===== config.mk =====
export PLATFORM = sky130hd
export DESIGN_NAME = multirate_tick_strobe_generator_top
export DESIGN_NICKNAME = d
export VERILOG_FILES = /design/src/hw/rtl/mtsg_pkg.sv /design/src/hw/rtl/mtsg_div.sv /design/src/hw/rtl/multirate_tick_strobe_generator_top.sv
export SDC_FILE = /design/constraint.sdc
export NUM_CORES = 1
export LEC_CHECK = 0
export ABC_AREA = 1
export BUFFER_PORTS_ARGS = -buffer_cell sky130_fd_sc_hd__buf_2
export CORE_ASPECT_RATIO = 1.75
export CORE_MARGIN = 8
export CORE_UTILIZATION = 50
export DETAILED_ROUTE_END_ITERATION = 10
export PLACE_DENSITY = 0.8
export SYNTH_ARGS = -nofsm -noshare
export SYNTH_HDL_FRONTEND = slang
export SYNTH_SLANG_ARGS = --single-unit
export TNS_END_PERCENT = 20

===== constraint.sdc =====
create_clock -name clk -period 2.45 [get_ports clk]
set_clock_uncertainty 0.05 [all_clocks]
set_input_delay 0.3675 -clock clk [delete_from_list [all_inputs] [get_ports clk]]
set_output_delay 0.3675 -clock clk [all_outputs]
set_load 0.01 [all_outputs]

===== src/hw/rtl/mtsg_pkg.sv =====
// Shared word types and constants for the multirate tick strobe generator.
package mtsg_pkg;

  localparam logic [1:0] PHASE_ZERO = 2'd0;
  localparam logic [1:0] PHASE_POS  = 2'd1;
  localparam logic [1:0] PHASE_NEG  = 2'd2;

  localparam logic [15:0] GRID_TIMEOUT_RST = 16'd1000;
  localparam logic [15:0] BUCK_MS_MAX      = 16'hffff;

  localparam int DIV_FAST   = 10;
  localparam int DIV_120    = 5;
  localparam int DIV_60     = 10;
  localparam int DIV_MS     = 6;
  localparam int DIV_100    = 10;
  localparam int DIV_TEMP   = 51;
  localparam int DIV_10     = 10;
  localparam int DIV_START  = 10;
  localparam int DIV_2      = 5;
  localparam int DIV_1      = 10;
  localparam int DIV_RUNSEC = 1000;

  typedef struct packed {
    logic zero_cross_pin;
    logic phase_pin;
    logic buck_enable;
    logic inverter_running;
  } in_word_t;

  typedef struct packed {
    logic [1:0]  phase_class;
    logic        strobe_120hz;
    logic        strobe_60hz;
    logic        strobe_100hz;
    logic        strobe_10hz;
    logic        strobe_2hz;
    logic        strobe_1hz;
    logic        run_second;
    logic        grid_timeout;
    logic        temperature_due;
    logic        start_second;
    logic [15:0] buck_run_ms;
  } out_word_t;

endpackage


===== src/hw/rtl/mtsg_div.sv =====
// Wrap-to-zero divide counter with a terminal-count strobe.
module mtsg_div #(
  parameter int LIMIT = 10
) (
  input  logic clk,
  input  logic rst_n,
  input  logic en,
  output logic tick
);

  localparam int CW = (LIMIT > 1) ? $clog2(LIMIT) : 1;
  localparam logic [CW-1:0] LAST = CW'(LIMIT - 1);

  logic [CW-1:0] cnt_r;
  logic [CW-1:0] cnt_nxt;

  assign tick = en && (cnt_r == LAST);

  always_comb begin
    cnt_nxt = cnt_r;
    if (tick) begin
      cnt_nxt = '0;
    end else if (en) begin
      cnt_nxt = cnt_r + 1'b1;
    end
  end

  always_ff @(posedge clk) begin
    if (!rst_n) begin
      cnt_r <= '0;
    end else begin
      cnt_r <= cnt_nxt;
    end
  end

endmodule


===== src/hw/rtl/multirate_tick_strobe_generator_top.sv =====
// Top level: divider tree, grid timer, buck run counter and output skid stage.
//
//   channel | direction | handshake           | data
//   in_     | input     | in_valid / in_stall  | in_word (in_word_t), one tick
//   out_    | output    | out_valid / out_stall| out_word (out_word_t)
//   cfg_    | input     | cfg_valid / cfg_ready| cfg_data, grid timeout in ms
//
// One word per clock while in_stall is low; the result is registered.
// All counters update in the accepting cycle, so throughput is set only by the
// two-entry output stage: in_stall rises once both output and skid hold words.
// rst_n is synchronous; it clears all counters, the grid timeout to 1000 ms
// and the output valids. cfg_ready is always high.
module multirate_tick_strobe_generator_top #(
  parameter int GRID_TIMER_BITS = 16
) (
  input  logic               clk,
  input  logic               rst_n,
  input  logic               in_valid,
  output logic               in_stall,
  input  mtsg_pkg::in_word_t in_word,
  output logic               out_valid,
  input  logic               out_stall,
  output mtsg_pkg::out_word_t out_word,
  input  logic               cfg_valid,
  output logic               cfg_ready,
  input  logic [15:0]        cfg_data
);

  import mtsg_pkg::*;

  localparam int CMP_W = (GRID_TIMER_BITS > 16) ? GRID_TIMER_BITS : 16;

  logic        accept;
  logic        fast_tick, ms_tick, s100_tick, s10_tick;
  logic        buck_go;
  logic [1:0]  phase_cls;
  logic        s120_tick, s60_tick, temp_tick, start_tick, s2_tick, s1_tick;
  logic        runsec_tick, grid_to;
  out_word_t   res;

  logic [15:0]                grid_timeout_r;
  logic [GRID_TIMER_BITS-1:0] grid_ms_r, grid_ms_nxt, grid_inc;
  logic [15:0]                buck_ms_r, buck_ms_nxt;

  out_word_t out_word_r, skid_word_r;
  logic      out_valid_r, skid_valid_r;
  logic      out_take;

  assign accept    = in_valid && !in_stall;
  assign in_stall  = skid_valid_r;
  assign cfg_ready = 1'b1;
  assign out_valid = out_valid_r;
  assign out_word  = out_word_r;
  assign out_take  = out_valid_r && !out_stall;

  // Divider tree
  mtsg_div #(.LIMIT(DIV_FAST)) u_fast (.clk, .rst_n, .en(accept), .tick(fast_tick));
  mtsg_div #(.LIMIT(DIV_120)) u_120 (.clk, .rst_n, .en(fast_tick), .tick(s120_tick));
  mtsg_div #(.LIMIT(DIV_60)) u_60 (.clk, .rst_n, .en(fast_tick), .tick(s60_tick));
  mtsg_div #(.LIMIT(DIV_MS)) u_ms (.clk, .rst_n, .en(accept), .tick(ms_tick));
  mtsg_div #(.LIMIT(DIV_100)) u_100 (.clk, .rst_n, .en(ms_tick), .tick(s100_tick));
  mtsg_div #(.LIMIT(DIV_TEMP)) u_temp (.clk, .rst_n, .en(s100_tick), .tick(temp_tick));
  mtsg_div #(.LIMIT(DIV_10)) u_10 (.clk, .rst_n, .en(s100_tick), .tick(s10_tick));
  mtsg_div #(.LIMIT(DIV_START)) u_start (.clk, .rst_n, .en(s10_tick), .tick(start_tick));
  mtsg_div #(.LIMIT(DIV_2)) u_2 (.clk, .rst_n, .en(s10_tick), .tick(s2_tick));
  mtsg_div #(.LIMIT(DIV_1)) u_1 (.clk, .rst_n, .en(s10_tick), .tick(s1_tick));

  // Run-second divider only advances while the buck is enabled and running
  assign buck_go = ms_tick && in_word.buck_enable && in_word.inverter_running;
  mtsg_div #(.LIMIT(DIV_RUNSEC)) u_runsec (.clk, .rst_n, .en(buck_go),
                                           .tick(runsec_tick));

  always_comb begin
    if (in_word.zero_cross_pin) begin
      phase_cls = PHASE_ZERO;
    end else if (in_word.phase_pin) begin
      phase_cls = PHASE_NEG;
    end else begin
      phase_cls = PHASE_POS;
    end
  end

  // Grid timer: wraps in its own width, compared after increment
  assign grid_inc = grid_ms_r + 1'b1;

  always_comb begin
    grid_ms_nxt = grid_ms_r;
    grid_to     = 1'b0;
    if (ms_tick) begin
      if (CMP_W'(grid_inc) >= CMP_W'(grid_timeout_r)) begin
        grid_ms_nxt = '0;
        grid_to     = 1'b1;
      end else begin
        grid_ms_nxt = grid_inc;
      end
    end
  end

  always_comb begin
    buck_ms_nxt = buck_ms_r;
    if (buck_go && (buck_ms_r != BUCK_MS_MAX)) begin
      buck_ms_nxt = buck_ms_r + 16'd1;
    end
  end

  // Fields in out_word_t order
  assign res = {phase_cls, s120_tick, s60_tick, s100_tick, s10_tick, s2_tick, s1_tick,
                runsec_tick, grid_to, temp_tick, start_tick, buck_ms_nxt};

  always_ff @(posedge clk) begin
    if (!rst_n) begin
      grid_timeout_r <= GRID_TIMEOUT_RST;
      grid_ms_r      <= '0;
      buck_ms_r      <= '0;
    end else begin
      if (cfg_valid && cfg_ready) begin
        grid_timeout_r <= cfg_data;
      end
      grid_ms_r <= grid_ms_nxt;
      buck_ms_r <= buck_ms_nxt;
    end
  end

  // Output register plus skid word
  always_ff @(posedge clk) begin
    if (!rst_n) begin
      out_valid_r  <= 1'b0;
      skid_valid_r <= 1'b0;
    end else begin
      if (skid_valid_r) begin
        if (out_take) begin
          out_valid_r  <= 1'b1;
          skid_valid_r <= 1'b0;
        end
      end else if (accept) begin
        if (out_valid_r && !out_take) begin
          skid_valid_r <= 1'b1;
        end else begin
          out_valid_r <= 1'b1;
        end
      end else if (out_take) begin
        out_valid_r <= 1'b0;
      end
    end
  end

  always_ff @(posedge clk) begin
    if (skid_valid_r) begin
      if (out_take) begin
        out_word_r <= skid_word_r;
      end
    end else if (accept) begin
      if (out_valid_r && !out_take) begin
        skid_word_r <= res;
      end else begin
        out_word_r <= res;
      end
    end
  end

endmodule


==> flow_metrics.tcl <==
set metrics [dict create \
    outcome "finished with violations" \
    violations "setup timing" \
    fp.dieW_um 109 \
    cp_max_fo 7 \
    cpLargestDelayFamily "simple AND/OR/NAND/NOR gates" \
    maxCapViolations 0 \
    met3_usage 0.0289 \
    synth_cell_types 36 \
    worst_pin_slew_ps 506 \
    hold_viol 0 \
    arrival_ps 2760 \
    crit_buf_inv 1 \
    use_met1 0.166 \
    die-area_mm2 0.0195 \
    grt_pass1_wl_mm 27.1 \
    gp_congestion 0.912 \
    max_freq_mhz 400 \
    antenna_left 0 \
    hold_start "cfg_data[8]" \
    ioPinCount 56 \
    postSynthCellCount 931 \
    layout.area.seq_mm2 0.00368 \
    wl_mm 17.3 \
    wl_per_cell_um 14.3 \
    async_reset_ff_frac 0 \
    cpMaxStageDelayCell "dfxtp_4" \
    diodes 0 \
    remaining_drc_errors 0 \
    cts-root-buf "clkbuf_16" \
    nFillCells 1201 \
    busiest_layer "met2" \
    cts_max_path_buffers 2 \
    htree_levels 4 \
    multi_input_area_mm2 0.00357 \
    grt_pass1_vias 6074 \
    path_class "reg2reg" \
    track_usage 0.175 \
    cp_slowest_stage_delay_ps 360 \
    hold_path_depth 3 \
    synth.area.top_cells "dfxtp_1 (26%), edfxtp_1 (22%), nand2_1 (12%)" \
    r2r-start "grid_ms_r[0]" \
    yosysSeqAreaShare 0.485 \
    first_iter_violations 428 \
    rsz0062_at_grt "true" \
    final_cells 1207 \
    cts.sinks 155 \
    drt-pass1-iter-count 5 \
    syn2layout_area_growth_pct 19.5 \
    syn-cell-area_mm2 0.00755 \
    critPathRequiredTime_ps 2710 \
    overflow 0 \
    num_vias 6414 \
    cts.clk_slew.worst_paths_ps 70 \
    synthTopCellsByCount "nand2_1 (250), inv_1 (104), dfxtp_1 (99)" \
    port_buffers 54 \
    cp-end-kind "flop" \
    fin_util 0.608 \
    cts_tree "built" \
    met2_usage 0.336 \
    post-synth-top-area-fraction 0.262 \
    synth_edf_count 56 \
    syn-num-nets 995 \
    holdBufCountCts 0 \
    cts_made_buffers 17 \
    max_slew_margin 0.661 \
    fin_nets 1075 \
    chipHeight_um 179 \
    yosysTopAreaCell "dfxtp_1" \
    r2r_cells 14 \
    worstHoldEndpoint "grid_timeout_r[8]" \
    peakVddDrop_mv 0.364 \
    fin_crit_ps 2500 \
    hp-class "in2reg" \
    antenna_found_initial 0 \
    startpoint_type "flop" \
    stdcell_area_mm2 0.00903 \
    coreArea_mm2 0.0148 \
    drive_gt1_frac 0.182 \
    p_leak_nw 4.00 \
    path_cells "ha_4 > nand2_4 > nor2_4 > nand2_2 > nor2_1 > nand2_1 > and2_4 > ha_4 > nand4_1 > nor3_2 > nand2_2 > a21oi_4 > buf_6 > nor2_1" \
    avgViaCountPerCell 5.31 \
    finalSetupViolCount 14 \
    dominantRegCellSynth "dfxtp_1" \
    ys_ff_latch 155 \
    placed_cell_area_mm2 0.00814 \
    r2r_slack_ps -50 \
    start_util 0.509 \
    yosysMostFrequentCell "nand2_1" \
    clock_latency_ps 420 \
    dp.cells 1169 \
    rows 59 \
    dp_hpwl_mm 11.9 \
    r2r-end "grid_ms_r[2]" \
    yosys_warnings 0 \
    syn_area_per_cell_um2 8.11 \
    min_period_over_period 1.02 \
    slew_violations 0 \
    power_density_mw_per_mm2 630 \
    setup_ws_ps -49.0 \
    grt_max_degree 30 \
]
worst register-to-register path, cell delays in order (launching register included):
cell	delay, ps
dfxtp_4	360
ha_4	150
nand2_4	70
nor2_4	130
nand2_2	90
nor2_1	140
nand2_1	110
and2_4	180
ha_4	260
nand4_1	130
nor3_2	210
nand2_2	100
a21oi_4	210
buf_6	160
nor2_1	40
through the flow:
| step | hold WS, ps | setup WS (ps) | setup TNS [ps] | power (mW) |
|---|---|---|---|---|
| floorplan | 385 | -81.8 | -1810 | 2.96 |
| global placement | 405 | -64.6 | -769 | 3.06 |
| detailed placement | 414 | -83.3 | -1090 | 3.07 |
| CTS | 112 | 8.34 | 0 | 5.71 |
| global route | 122 | -145 | -1500 | 5.85 |
| finish | 107 | -49.0 | -413 | 5.69 |
cell type report:
class / instances / area share
Sequential cell: 155 / 0.408
Multi-Input combinational cell: 643 / 0.396
Timing Repair Buffer: 83 / 0.0579
Clock buffer: 17 / 0.0471
Inverter: 111 / 0.0464
Tap cell: 183 / 0.0254
Clock inverter: 15 / 0.0197
state kept, by name, indices dropped and copies added (netlist names):
register / flops
u_100.cnt_r: 4
u_runsec.cnt_r: 10
u_10.cnt_r: 4
buck_ms_r: 16
grid_timeout_r: 16
out_valid: 1
in_stall: 1
grid_ms_r: 16
u_1.cnt_r: 4
out_word: 28
u_120.cnt_r: 3
u_60.cnt_r: 4
u_2.cnt_r: 3
u_ms.cnt_r: 3
u_start.cnt_r: 4
skid_word_r: 28
u_fast.cnt_r: 4
u_temp.cnt_r: 6
placed cells by master (no fill, tap or decap), drive strengths merged:
master and n:
o21ai 33, a31oi 10, clkbuf 17, nand4 21, nand2 254, dfxtp 99, xnor2 10, nand3 38
conb 1, ha 39, and3 3, and2 5, inv 118, buf 83, nor3b 5, a22oi 4
o21a 2, nor4 1, or2 12, xor2 19, a21oi 74, nor2 92, bufinv 2, nor3 12
nand3b 4, clkinv 4, o21bai 3, a21boi 1, edfxtp 56, clkinvlp 2
power breakdown:
part | switching (mW) | internal (mW)
logic | 0.179 | 0.0974
registers | 0.0236 | 2.72
clock network | 1.13 | 1.54
what timing repair did:
item | 4_1_cts | 5_1_grt
pin swaps | 3 | 30
buffers inserted | 0 | 6
endpoints found under the setup margin | 16 | 18
resized for setup | 13 | 50
how the worst max path moves through the flow:
stage | from | end | depth (start not counted)
2_1_floorplan | grid_ms_r[0] | grid_ms_r[10] | 14
3_3_place_gp | grid_ms_r[1] | grid_ms_r[2] | 14
3_5_place_dp | grid_ms_r[1] | grid_ms_r[1] | 14
4_1_cts | grid_ms_r[0] | out_word[18] | 17
5_1_grt | grid_ms_r[0] | out_word[18] | 17
6_report | grid_ms_r[0] | grid_ms_r[2] | 14
cells by family (layout without fill, tap and decap cells):
logic type                 after synthesis  after routing  synth area share
and+or+nand+nor                        447            447             0.258
xor gates and xnor gates                29             29            0.0336
adders and majority gates               39             39            0.0646
AOI/OAI and AO/OA                      127            127            0.0891
buffers and inverters                  133            226            0.0694
DFF                                    155            155             0.485
other                                    1              1          0.000496
per-layer routing:
metal,vias up,wire length (um)
li1,3199,-
met1,2998,6200
met2,162,9630
met3,55,689
met4,0,746
met5,-,0
Power figures use the tool's default switching activity.
